<file path="config.mk">
export PLATFORM = sky130hd
export DESIGN_NAME = synthetic_loss_measurement_session
export DESIGN_NICKNAME = d
export VERILOG_FILES = /design/src/sv/slm_pkg.sv /design/src/sv/synthetic_loss_measurement_session.sv
export SDC_FILE = /design/constraint.sdc
export NUM_CORES = 2
export LEC_CHECK = 0
export ABC_CLOCK_PERIOD_IN_PS = 42400
export BUFFER_PORTS_ARGS = -buffer_cell sky130_fd_sc_hd__buf_2
export CAP_MARGIN = 25
export CORE_MARGIN = 2
export CORE_UTILIZATION = 30
export CTS_BUF_LIST = sky130_fd_sc_hd__clkbuf_8
export CTS_CLUSTER_DIAMETER = 60
export DETAILED_ROUTE_END_ITERATION = 6
export GPL_TIMING_DRIVEN = 0
export PLACE_DENSITY_LB_ADDON = 0.3
export SLEW_MARGIN = 5
export SYNTH_ARGS = -nofsm -noshare
export SYNTH_HDL_FRONTEND = slang
export SYNTH_SLANG_ARGS = --single-unit
</file>
<file path="constraint.sdc">
create_clock -name clk -period 42.4 [get_ports clk]
set_input_delay 8.48 -clock clk [delete_from_list [all_inputs] [get_ports clk]]
set_output_delay 8.48 -clock clk [all_outputs]
set_load 0.02 [all_outputs]
</file>
<file path="src/sv/slm_pkg.sv">
// Shared types and constants for the synthetic loss measurement session.
// Holds the transfer structs, phase and sequencer enums and register indexes.
// No dependencies.
`default_nettype none

package slm_pkg;

  // Width of every frame counter and peer sequence register.
  localparam int COUNT_WIDTH = 32;
  // Quotient bits of a loss percentage in hundredths (at most 10000).
  localparam int PCT_BITS = 14;
  localparam int PCT_SCALE = 10000;
  localparam int STEP_W = $clog2(PCT_BITS);
  localparam int CFG_IDX_W = 3;
  localparam int CFG_DATA_W = 16;

  typedef enum logic [1:0] {
    ACT_START = 2'd0,
    ACT_STOP  = 2'd1,
    ACT_TICK  = 2'd2,
    ACT_REPLY = 2'd3
  } action_t;

  typedef enum logic [2:0] {
    PH_IDLE  = 3'd0,
    PH_RUN   = 3'd1,
    PH_WAIT  = 3'd2,
    PH_DONE  = 3'd3,
    PH_ABORT = 3'd4
  } phase_t;

  typedef enum logic [1:0] {
    ALARM_NONE = 2'd0,
    ALARM_FAR  = 2'd1,
    ALARM_NEAR = 2'd2
  } alarm_t;

  typedef enum logic [2:0] {
    SEQ_IDLE,
    SEQ_SPAN,
    SEQ_LOSS,
    SEQ_MUL,
    SEQ_DIV,
    SEQ_FIN
  } seq_t;

  localparam logic [CFG_IDX_W-1:0] CFG_PACKET_COUNT   = 3'd0;
  localparam logic [CFG_IDX_W-1:0] CFG_FAR_THR_EN     = 3'd1;
  localparam logic [CFG_IDX_W-1:0] CFG_FAR_THR        = 3'd2;
  localparam logic [CFG_IDX_W-1:0] CFG_NEAR_THR_EN    = 3'd3;
  localparam logic [CFG_IDX_W-1:0] CFG_NEAR_THR       = 3'd4;

  localparam logic [15:0] PACKET_COUNT_RESET = 16'd10;

  typedef struct packed {
    logic [1:0]  action;
    logic        send_ok;
    logic [31:0] reply_remote_tx;
    logic [31:0] reply_echo_tx;
  } in_item_t;

  typedef struct packed {
    logic [2:0]  session_state;
    logic [31:0] frames_sent;
    logic [31:0] frames_received;
    logic [31:0] remote_count;
    logic [31:0] far_loss;
    logic [31:0] near_loss;
    logic [13:0] far_percent;
    logic [13:0] near_percent;
    logic [1:0]  alarm_kind;
    logic        result_invalid;
    logic [31:0] last_echo_tx;
    logic [31:0] last_remote_tx;
  } out_item_t;

endpackage

`default_nettype wire

</file>
<file path="src/sv/synthetic_loss_measurement_session.sv">
// Top level of the synthetic loss measurement session, initiator side.
// Depends on slm_pkg for the transfer structs, enums and constants.
`default_nettype none

// Each input transfer is one event (start, stop, timer tick or a received
// reply) and produces exactly one result transfer with the session status
// after that event. From acceptance until its result is offered, an item
// passes these steps: the accepting edge applies the event to the counters,
// then SEQ_SPAN updates the peer sequence span after a reply, SEQ_LOSS
// forms the far-end and near-end losses, SEQ_MUL scales them by 10000,
// SEQ_DIV runs two restoring dividers side by side for the 14 quotient
// bits, one quotient bit per cycle, and SEQ_FIN checks the thresholds and
// loads the output register, waiting while the previous result has not
// been taken. The divider iterations, set by the 14-bit percentage width,
// are the longest step. The block works on one item at a time, but the
// result sits in its own output register, so the next item can be accepted
// while the previous result still waits for out_ready.
// Configuration writes take effect at once and must only be issued while
// the block is idle.
module synthetic_loss_measurement_session (
  input  wire                                  clk,
  input  wire                                  rst_n,
  input  wire                                  in_valid,
  output logic                                 in_ready,
  input  slm_pkg::in_item_t                    in_data,
  output logic                                 out_valid,
  input  wire                                  out_ready,
  output slm_pkg::out_item_t                   out_data,
  input  wire                                  cfg_we,
  input  wire [slm_pkg::CFG_IDX_W-1:0]         cfg_index,
  input  wire [slm_pkg::CFG_DATA_W-1:0]        cfg_wdata
);

  localparam int CW = slm_pkg::COUNT_WIDTH;
  localparam int PB = slm_pkg::PCT_BITS;
  localparam int PW = CW + PB;

  // Configuration registers.
  logic [15:0]   pkt_count_r;
  logic          far_en_r;
  logic [PB-1:0] far_thr_r;
  logic          near_en_r;
  logic [PB-1:0] near_thr_r;

  // Session state.
  slm_pkg::phase_t phase_r, phase_nxt;
  logic [CW-1:0] sent_r, sent_nxt;
  logic [CW-1:0] recv_r, recv_nxt;
  logic [CW-1:0] min_r, min_nxt;
  logic [CW-1:0] max_r, max_nxt;
  logic [CW-1:0] span_r;
  logic [CW-1:0] echo_r, echo_nxt;
  logic [CW-1:0] peer_r, peer_nxt;
  logic          clr_span_nxt;
  logic          reply_r, reply_nxt;
  logic          ending_r, ending_nxt;
  logic          invalid_r, invalid_nxt;

  // Sequencer.
  slm_pkg::seq_t seq_r, seq_nxt;
  logic [slm_pkg::STEP_W-1:0] step_r;

  // Two divider lanes: lane 0 is the far end, lane 1 the near end.
  logic [CW-1:0] loss_r [2];
  logic [CW-1:0] den_r  [2];
  logic          dz_r   [2];
  logic [CW-1:0] rem_r  [2];
  logic [PB-1:0] dig_r  [2];
  logic [PB-1:0] quo_r  [2];
  logic [CW:0]   trial  [2];
  logic          fits   [2];
  logic [PW-1:0] prod   [2];
  logic [PB-1:0] pct    [2];
  logic          hit    [2];

  slm_pkg::out_item_t out_r;
  logic               out_valid_r;
  logic               load_out;
  logic               accept;
  logic [CW-1:0]      rtx;
  slm_pkg::alarm_t    alarm;

  assign accept   = in_valid && in_ready;
  assign in_ready = (seq_r == slm_pkg::SEQ_IDLE);
  assign out_valid = out_valid_r;
  assign out_data  = out_r;
  assign rtx = CW'(in_data.reply_remote_tx);

  // Configuration port.
  always_ff @(posedge clk) begin
    if (!rst_n) begin
      pkt_count_r <= slm_pkg::PACKET_COUNT_RESET;
      far_en_r    <= 1'b0;
      far_thr_r   <= '0;
      near_en_r   <= 1'b0;
      near_thr_r  <= '0;
    end else if (cfg_we) begin
      unique case (cfg_index)
        slm_pkg::CFG_PACKET_COUNT: pkt_count_r <= cfg_wdata;
        slm_pkg::CFG_FAR_THR_EN:   far_en_r    <= cfg_wdata[0];
        slm_pkg::CFG_FAR_THR:      far_thr_r   <= cfg_wdata[PB-1:0];
        slm_pkg::CFG_NEAR_THR_EN:  near_en_r   <= cfg_wdata[0];
        slm_pkg::CFG_NEAR_THR:     near_thr_r  <= cfg_wdata[PB-1:0];
        default: ;
      endcase
    end
  end

  // Effect of one event on the session counters.
  always_comb begin
    phase_nxt    = phase_r;
    sent_nxt     = sent_r;
    recv_nxt     = recv_r;
    min_nxt      = min_r;
    max_nxt      = max_r;
    echo_nxt     = echo_r;
    peer_nxt     = peer_r;
    clr_span_nxt = 1'b0;
    reply_nxt    = 1'b0;
    ending_nxt   = 1'b0;
    invalid_nxt  = 1'b0;
    unique case (slm_pkg::action_t'(in_data.action))
      slm_pkg::ACT_START: begin
        phase_nxt    = slm_pkg::PH_RUN;
        sent_nxt     = '0;
        recv_nxt     = '0;
        min_nxt      = '1;
        max_nxt      = '0;
        echo_nxt     = '0;
        peer_nxt     = '0;
        clr_span_nxt = 1'b1;
      end
      slm_pkg::ACT_STOP: begin
        invalid_nxt = (phase_r != slm_pkg::PH_DONE);
        phase_nxt   = slm_pkg::PH_ABORT;
      end
      slm_pkg::ACT_TICK: begin
        if (phase_r == slm_pkg::PH_RUN) begin
          if (in_data.send_ok) begin
            sent_nxt = sent_r + CW'(1);
          end
          // A zero packet count matches only while no frame has gone out.
          if (sent_nxt == CW'(pkt_count_r)) begin
            phase_nxt = slm_pkg::PH_WAIT;
          end
        end else if (phase_r == slm_pkg::PH_WAIT) begin
          phase_nxt  = slm_pkg::PH_DONE;
          ending_nxt = 1'b1;
        end
      end
      slm_pkg::ACT_REPLY: begin
        if (rtx < min_r) begin
          min_nxt = rtx;
        end
        if (rtx > max_r) begin
          max_nxt = rtx;
        end
        recv_nxt  = recv_r + CW'(1);
        echo_nxt  = CW'(in_data.reply_echo_tx);
        peer_nxt  = rtx;
        reply_nxt = 1'b1;
      end
      default: ;
    endcase
  end

  always_ff @(posedge clk) begin
    if (!rst_n) begin
      phase_r   <= slm_pkg::PH_IDLE;
      sent_r    <= '0;
      recv_r    <= '0;
      min_r     <= '1;
      max_r     <= '0;
      span_r    <= '0;
      echo_r    <= '0;
      peer_r    <= '0;
      reply_r   <= 1'b0;
      ending_r  <= 1'b0;
      invalid_r <= 1'b0;
    end else if (accept) begin
      phase_r   <= phase_nxt;
      sent_r    <= sent_nxt;
      recv_r    <= recv_nxt;
      min_r     <= min_nxt;
      max_r     <= max_nxt;
      echo_r    <= echo_nxt;
      peer_r    <= peer_nxt;
      reply_r   <= reply_nxt;
      ending_r  <= ending_nxt;
      invalid_r <= invalid_nxt;
      if (clr_span_nxt) begin
        span_r <= '0;
      end
    end else if (seq_r == slm_pkg::SEQ_SPAN && reply_r) begin
      // The peer's receive count is the span of its sequence numbers.
      span_r <= max_r - min_r + CW'(1);
    end
  end

  // Sequencer: one pass per accepted item.
  always_ff @(posedge clk) begin
    if (!rst_n) begin
      seq_r <= slm_pkg::SEQ_IDLE;
    end else begin
      seq_r <= seq_nxt;
    end
  end

  always_comb begin
    seq_nxt  = seq_r;
    load_out = 1'b0;
    unique case (seq_r)
      slm_pkg::SEQ_IDLE: begin
        if (accept) begin
          seq_nxt = slm_pkg::SEQ_SPAN;
        end
      end
      slm_pkg::SEQ_SPAN: seq_nxt = slm_pkg::SEQ_LOSS;
      slm_pkg::SEQ_LOSS: seq_nxt = slm_pkg::SEQ_MUL;
      slm_pkg::SEQ_MUL:  seq_nxt = slm_pkg::SEQ_DIV;
      slm_pkg::SEQ_DIV: begin
        if (step_r == slm_pkg::STEP_W'(PB - 1)) begin
          seq_nxt = slm_pkg::SEQ_FIN;
        end
      end
      slm_pkg::SEQ_FIN: begin
        // Wait here only while the previous result has not been taken.
        if (!out_valid_r || out_ready) begin
          load_out = 1'b1;
          seq_nxt  = slm_pkg::SEQ_IDLE;
        end
      end
      default: seq_nxt = slm_pkg::SEQ_IDLE;
    endcase
  end

  always_ff @(posedge clk) begin
    if (!rst_n) begin
      step_r <= '0;
    end else if (seq_r == slm_pkg::SEQ_DIV) begin
      step_r <= step_r + slm_pkg::STEP_W'(1);
    end else begin
      step_r <= '0;
    end
  end

  // Divider lanes. The scaled loss is at most 10000 times the divisor, so its
  // top CW bits already lie below the divisor and only 14 quotient bits remain.
  always_comb begin
    for (int k = 0; k < 2; k++) begin
      prod[k]  = PW'(loss_r[k]) * PW'(slm_pkg::PCT_SCALE);
      trial[k] = {rem_r[k], dig_r[k][PB-1]};
      fits[k]  = (trial[k] >= {1'b0, den_r[k]});
      pct[k]   = dz_r[k] ? '0 : quo_r[k];
    end
    // The threshold fires below the exact percentage, so a leftover remainder
    // counts when the threshold equals the truncated value.
    hit[0] = !dz_r[0] && ((far_thr_r < pct[0]) ||
             ((far_thr_r == pct[0]) && (rem_r[0] != '0)));
    hit[1] = !dz_r[1] && ((near_thr_r < pct[1]) ||
             ((near_thr_r == pct[1]) && (rem_r[1] != '0)));
  end

  always_ff @(posedge clk) begin
    unique case (seq_r)
      slm_pkg::SEQ_LOSS: begin
        loss_r[0] <= (span_r > sent_r) ? '0 : sent_r - span_r;
        loss_r[1] <= (recv_r > span_r) ? '0 : span_r - recv_r;
        den_r[0]  <= sent_r;
        den_r[1]  <= span_r;
      end
      slm_pkg::SEQ_MUL: begin
        for (int k = 0; k < 2; k++) begin
          rem_r[k] <= prod[k][PW-1:PB];
          dig_r[k] <= prod[k][PB-1:0];
          quo_r[k] <= '0;
          dz_r[k]  <= (den_r[k] == '0);
        end
      end
      slm_pkg::SEQ_DIV: begin
        for (int k = 0; k < 2; k++) begin
          rem_r[k] <= fits[k] ? CW'(trial[k] - {1'b0, den_r[k]}) : CW'(trial[k]);
          dig_r[k] <= {dig_r[k][PB-2:0], 1'b0};
          quo_r[k] <= {quo_r[k][PB-2:0], fits[k]};
        end
      end
      default: ;
    endcase
  end

  // Far end is checked first; only the tick that ends the wait can alarm.
  always_comb begin
    if (ending_r && far_en_r && hit[0]) begin
      alarm = slm_pkg::ALARM_FAR;
    end else if (ending_r && near_en_r && hit[1]) begin
      alarm = slm_pkg::ALARM_NEAR;
    end else begin
      alarm = slm_pkg::ALARM_NONE;
    end
  end

  // Output register.
  always_ff @(posedge clk) begin
    if (!rst_n) begin
      out_valid_r <= 1'b0;
    end else if (load_out) begin
      out_valid_r <= 1'b1;
    end else if (out_ready) begin
      out_valid_r <= 1'b0;
    end
  end

  always_ff @(posedge clk) begin
    if (load_out) begin
      out_r.session_state   <= phase_r;
      out_r.frames_sent     <= 32'(sent_r);
      out_r.frames_received <= 32'(recv_r);
      out_r.remote_count    <= 32'(span_r);
      out_r.far_loss        <= 32'(loss_r[0]);
      out_r.near_loss       <= 32'(loss_r[1]);
      out_r.far_percent     <= pct[0];
      out_r.near_percent    <= pct[1];
      out_r.alarm_kind      <= alarm;
      out_r.result_invalid  <= invalid_r;
      out_r.last_echo_tx    <= 32'(echo_r);
      out_r.last_remote_tx  <= 32'(peer_r);
    end
  end

  // An alarm can only be reported with a session that has just finished.
  a_alarm_done: assert property (@(posedge clk) disable iff (!rst_n)
    out_valid |-> (out_data.alarm_kind == slm_pkg::ALARM_NONE) ||
                  (out_data.session_state == slm_pkg::PH_DONE))
    else $error("alarm reported outside the done phase");

  // An invalid result always comes from a stop, which leaves the session aborted.
  a_invalid_abort: assert property (@(posedge clk) disable iff (!rst_n)
    out_valid && out_data.result_invalid |->
      out_data.session_state == slm_pkg::PH_ABORT)
    else $error("invalid flag without aborted phase");

  // A percentage never exceeds one hundred percent.
  a_pct_range: assert property (@(posedge clk) disable iff (!rst_n)
    out_valid |-> (out_data.far_percent <= 14'(slm_pkg::PCT_SCALE)) &&
                  (out_data.near_percent <= 14'(slm_pkg::PCT_SCALE)))
    else $error("loss percentage out of range");

  // An accepted transfer starts the sequencer in the next cycle.
  a_seq_start: assert property (@(posedge clk) disable iff (!rst_n)
    accept |=> seq_r == slm_pkg::SEQ_SPAN)
    else $error("sequencer did not start after a transfer");

  // The loaded result is held until the transfer completes.
  a_out_wait: assert property (@(posedge clk) disable iff (!rst_n)
    seq_r == slm_pkg::SEQ_FIN && out_valid && !out_ready |=> seq_r == slm_pkg::SEQ_FIN)
    else $error("result overwritten before transfer");

endmodule

`default_nettype wire

</file>
* Word level (Yosys, flattened, before mapping) *
Memories as Yosys holds them, arrays and structs flattened.
Index checks and enable logic that the tools add are counted.

storage, ports and cells
  flip-flop bits (word level) = 542
  latch bits = 0
  bits in writable memories = 248
  bits in read-only memories = 0
  input port bits = 91
  output and inout port bits = 260
  word-level logic and storage cells = 183
  memories = 6

memories
  memory  depth  width  read ports  clocked after memory_dff  wr ports  line                                      source
  den_r   2      32     2           0                         2         synthetic_loss_measurement_session.sv:65  logic [CW-1:0] den_r [2];
  loss_r  2      32     2           0                         2         synthetic_loss_measurement_session.sv:64  logic [CW-1:0] loss_r [2];
  rem_r   2      32     2           0                         2         synthetic_loss_measurement_session.sv:67  logic [CW-1:0] rem_r [2];
  quo_r   2      14     2           0                         2         synthetic_loss_measurement_session.sv:69  logic [PB-1:0] quo_r [2];
  dig_r   2      13     2           0                         2         synthetic_loss_measurement_session.sv:68  logic [PB-1:0] dig_r [2];
  dz_r    2      1      2           0                         2         synthetic_loss_measurement_session.sv:66  logic dz_r [2];

cells by class
  add/subtract/negate cells = 9
  multipliers = 2
  divide/modulo/power cells = 0
  magnitude comparators = 8
  equal/unequal tests = 28
  shifts and indexed selects = 0
  muxes and demuxes = 52
  bitwise gates (word level) = 6
  reduce and logical (&&, ||, !) cells = 41

operator list
  cell                                                                    count
  32-bit two-way mux                                                      15
  32-bit case mux with 2 select lines                                     6
  32-bit subtractor                                                       5
  32-bit by 1-bit adder with 32-bit output (second input constant)        3
  32-bit > comparator                                                     3
  32-bit by 10-bit multiplier with 42-bit output (second input constant)  2
  33-bit by 32-bit >= comparator with 1-bit output                        2
  32-bit logical NOT                                                      2
  32-bit nonzero test                                                     2
  14-bit two-way mux                                                      4
  32-bit by 16-bit equality test with 1-bit output                        1
  32-bit < comparator                                                     1
  14-bit equality test                                                    2
  14-bit < comparator                                                     2
  13-bit two-way mux                                                      2
  3-bit two-way mux                                                       6
  3-bit case mux with 6 select lines                                      1
  1-bit two-way mux                                                       16
  2-bit AND reduction                                                     8
  3-bit by 2-bit equality test with 1-bit output (second input constant)  5
  2-bit inequality test (second input constant)                           6
  3-bit AND reduction                                                     4
  1-bit logical AND                                                       10
  3-bit by 1-bit equality test with 1-bit output (second input constant)  3
  other kinds (18)                                                        35

* Logic depth before layout (Yosys ltp) *
  depth in word-level cells = 8
  depth in mapped cells = 22
  mapped depth without buffers = 22

* Worst setup path before layout *
Ideal clock, no wire load.

  kind = input -> register
  start = input out_ready
  end = register out_r, in the netlist out_data[0], enable pin
  arrival = 19.912 ns
  data required time = 41.490 ns
  setup slack = 21.578 ns
  stages = 2
  path through = nand2b_1 -> nor2b_1

between the ends
  longest elaborated chain between the ends = 3

ends and longest elaborated chain
  element            line                                       source
  from (decl)        synthetic_loss_measurement_session.sv:27   input wire out_ready,
  1-bit logical OR   synthetic_loss_measurement_session.sv:228  if (!out_valid_r || out_ready) begin
  1-bit two-way mux  synthetic_loss_measurement_session.sv:228
  1-bit two-way mux  synthetic_loss_measurement_session.sv:212  unique case (seq_r)
  net load_out       synthetic_loss_measurement_session.sv:78   logic load_out;
  to (decl)          synthetic_loss_measurement_session.sv:76   slm_pkg::out_item_t out_r;

The timed path passes the listed nets, and every way through them passes these cells.
A chain may end at the register's enable or synchronous reset.

* Worst setup path after layout *
  start = input in_data[64] (netlist name)
  end = register phase_r[2]

between the ends
  longest elaborated chain between the ends = 6

ends and longest elaborated chain
  element                                           line                                       source
  from (decl)                                       synthetic_loss_measurement_session.sv:25   input slm_pkg::in_item_t in_data,
  32-bit two-way mux                                synthetic_loss_measurement_session.sv:139  if (in_data.send_ok) begin
  32-bit two-way mux                                synthetic_loss_measurement_session.sv:138  if (phase_r == slm_pkg::PH_RUN) begin
  32-bit two-way mux                                synthetic_loss_measurement_session.sv:122  unique case (slm_pkg::action_t'(in_data.action))
  32-bit by 16-bit equality test with 1-bit output  synthetic_loss_measurement_session.sv:143  if (sent_nxt == CW'(pkt_count_r)) begin
  3-bit inequality test (no line)                   n/a
  4-bit AND reduction (no line)                     n/a
  to (signal assigned)                              synthetic_loss_measurement_session.sv:169  phase_r <= slm_pkg::PH_IDLE;
  to (signal assigned)                              synthetic_loss_measurement_session.sv:181  phase_r <= phase_nxt;
  to (decl)                                         synthetic_loss_measurement_session.sv:46   slm_pkg::phase_t phase_r, phase_nxt;

Every way passes these cells. The select of a mux whose other input is x is not followed.

==> impl_metrics.csv <==
group,metric,value,unit
power,power.switching,0.00117,W
floorplan,core,0.165,mm²
worst_setup_path,cp.arrival,11.75,ns
worst_setup_path,crit_fanout,8,
sta,rsz0062_at_grt,"false",
sta,relSlewSlack,25.9,%
floorplan,die-height,413,µm
clocking,cts_root_buffer,"clkbuf_8",
synth,ys_types,96,
clocking,htreeDepth,4,
sta,min_period,10.92,ns
power,p_sw_share,39.2,%
sta,hold_viol_final,0,
global_route,antenna_found_initial,14,
synth,yosys.area.top_type,"edfxtp_1",
drt,wirelength,157,mm
job,maxCapViolations,0,
clocking,tritoncts,"yes",
clocking,clockBufferDepth,3,
status,status,"finished clean",
global_route,grt_overflow,0,
floorplan,fp-row-count,149,
power,clkPwrFrac,24.8,%
worst_setup_path,critPathLaunchType,"input port",
sta,skew,0.0594,ns
drt,first_pass_iters,6,
worst_setup_path,endpoint_kind,"register",
sta,finalSetupViolations,0,
floorplan,initial_core_util,30.3,%
global_route,grt_max_degree,60,
floorplan,dieArea,0.170,mm²
clocking,cts_hold_buf,0,
place,dpl.hpwl,124,mm
place,io_buffers,350,
clocking,path_clk_slew,0.06,ns
floorplan,die_x,413,µm
clocking,cts.sinks,784,
synth,ys_seq_area_share,41.3,%
drt,drc_errors,0,
drt,drt_iter0_drc,2857,
layout,fin_nets,6361,
sta,worstMarginPinSlew,1.11,ns
synth,ys.flop_type,"edfxtp_1",
sta,tns,0,ns
global_route,grt_pass1_wl,235,mm
synth,syn-cell-area,0.0501,mm²
synth,synth-edff-count,500,
global_route,grt_pass1_vias,38100,
synth,synth_top_area_share,30.0,%
clocking,cts_resized,0,
power,irDropWorstVdd,0.0000368,V
synth,synth_most_common_cell,"inv_1",
sta,period_share,25.8,%
power,finalPower,0.00298,W
layout,syn2layout_area_growth,15.7,%
synth,syn_avg_cell_area,9.93,µm²
worst_setup_path,crit_required,43.24,ns
drt,ant_nets,0,
synth,syn_nets,5831,
power,power_leakage,25.8,nW
synth,synth_area_leaders,"edfxtp_1, ha_1, dfxtp_1",
sta,drv_slew,0,
synth,async_flop_share,0,%
clocking,worstSkewPairLatency,0.92,ns
floorplan,ios,351,
drt,via_count,38700,
synth,syn_inst,5044,
layout,layout-drive-gt1-share,11.8,%
worst_setup_path,crit_type,"in2reg",
clocking,cts_setup_buffers,0,
sta,fmax,0.0916,GHz
power,seqPwrFrac,31.1,%
drt,routedWlPerCell,19.9,µm
worst_setup_path,rrSetupSlack,36.12,ns
worst_hold_path,hold_class,"reg2reg",
power,comb_power_share,44.1,%
drt,vias_per_cell,4.91,
synth,yosys_warnings,0,
place,gp_congestion,0.935,
power,intPower,0.00181,W
clocking,cts_made_buffers,147,
synth,ys_seq_elements,784,
power,powerDensity,51.4,mW/mm²
global_route,track_usage,18.3,%
synth,synth_common_cells,"inv_1, ha_1, edfxtp_1",
==> metrics by stage <==
| step | utilization (%) | area, µm² | hold WS [ns] | setup slack, ns | cells |
|---|---|---|---|---|---|
| final | 35.1 | 58000 | 0.427 | 31.48 | 7887 |
| after global routing | 35.1 | 58000 | 0.437 | 31.31 | 7885 |
| after CTS | 35.0 | 57900 | 0.427 | 31.60 | 7881 |
| after detailed placement | 33.3 | 55000 | 0.417 | 30.61 | 7612 |
| after global placement | 33.0 | 54600 | 0.412 | 14.07 | 7583 |
| after floorplan | - | 50100 | 0.408 | 21.58 | 5044 |
==> final timing paths <==
check | startpoint | endpoint | depth (start not counted)
setup / recovery | in_data[64] | phase_r[2] | 12
hold / removal | echo_r[21] | out_data[53] | 0
setup reg to reg | loss_r[0][48] | rem_r[0][63] | 20
hold reg to reg | echo_r[21] | out_data[53] | 0
==> layout by cell type (no fill, tap or decap), drive strengths merged, types with 27 or more instances in the layout <==
master,netlist,layout
nor4,46,46
nor2b,40,40
nand2b,74,74
buf,31,411
a21oi,365,365
a21o,131,131
dfxtp,284,284
a211o,39,39
o21bai,35,35
nand2,368,368
fa,171,171
nand4,58,58
a211oi,48,48
xor2,88,88
nor2,371,371
ha,525,525
a22o,34,34
nand3,82,82
clkinv,0,48
nor3,76,76
clkbuf,133,289
mux2i,27,27
edfxtp,500,500
and3,56,56
o21a,47,47
a22oi,86,86
xnor2,159,159
inv,686,737
o21ai,218,218
==> cells by family after synthesis <==
group / share of synthesized area (%)
xor gates and xnor gates: 4.32
AOI/OAI and AO/OA: 15.2
DFF: 41.3
adders and majority gates: 20.0
muxes: 0.697
and+or+nand+nor: 12.0
buffers and inverters: 6.48
==> power by group through the flow <==
stage | Combinational [W] | Sequential, W | Clock [W]
final | 0.00131 | 0.000929 | 0.000739
after global routing | 0.00151 | 0.000931 | 0.000794
after CTS | 0.00132 | 0.000928 | 0.000764
after detailed placement | 0.00131 | 0.000944 | 0
after global placement | 0.00129 | 0.000953 | 0
after floorplan | 0.000994 | 0.000935 | 0
==> critical path: stages <==
cell and delay, ns:
buf_2 0.16, and3_1 0.16, clkbuf_1 0.31, nand4_1 0.21
xnor2_1 0.41, nand3_1 0.22, nor4_1 0.40, o2111ai_1 0.19
a2111oi_0 0.48, nand3_1 0.20, o31ai_4 0.29, mux2i_1 0.22
==> cell type report <==
type	count	area [µm²]
fill	17000	107000
multi-input combinational	3410	26200
sequential	784	20700
tap	2189	2740
inverter	686	2570
timing repair buffer	381	2210
clock buffer	156	2150
clock inverter	113	754
buffer	164	671
antenna	4	10.0
==> metal layers <==
layer / global-route usage, % / wire (µm) / up-vias
met5: 0 / 32 / -
met4: 6.51 / 5180 / 6
met3: 4.00 / 10800 / 226
met2: 28.7 / 70300 / 1107
met1: 24.7 / 70700 / 18500
li1: - / - / 18800
==> sequential cells by signal (all words and copies together), names as in the netlist, 2 cells and up <==
signal,flops
out_data,258
den_r,64
loss_r,64
rem_r,64
echo_r,32
max_r,32
min_r,32
peer_r,32
recv_r,32
sent_r,32
span_r,32
quo_r,28
dig_r,20
pkt_count_r,16
far_thr_r,14
near_thr_r,14
step_r,4
phase_r,3
seq_r,3
dz_r,2
Power figures use the tool's default switching activity.
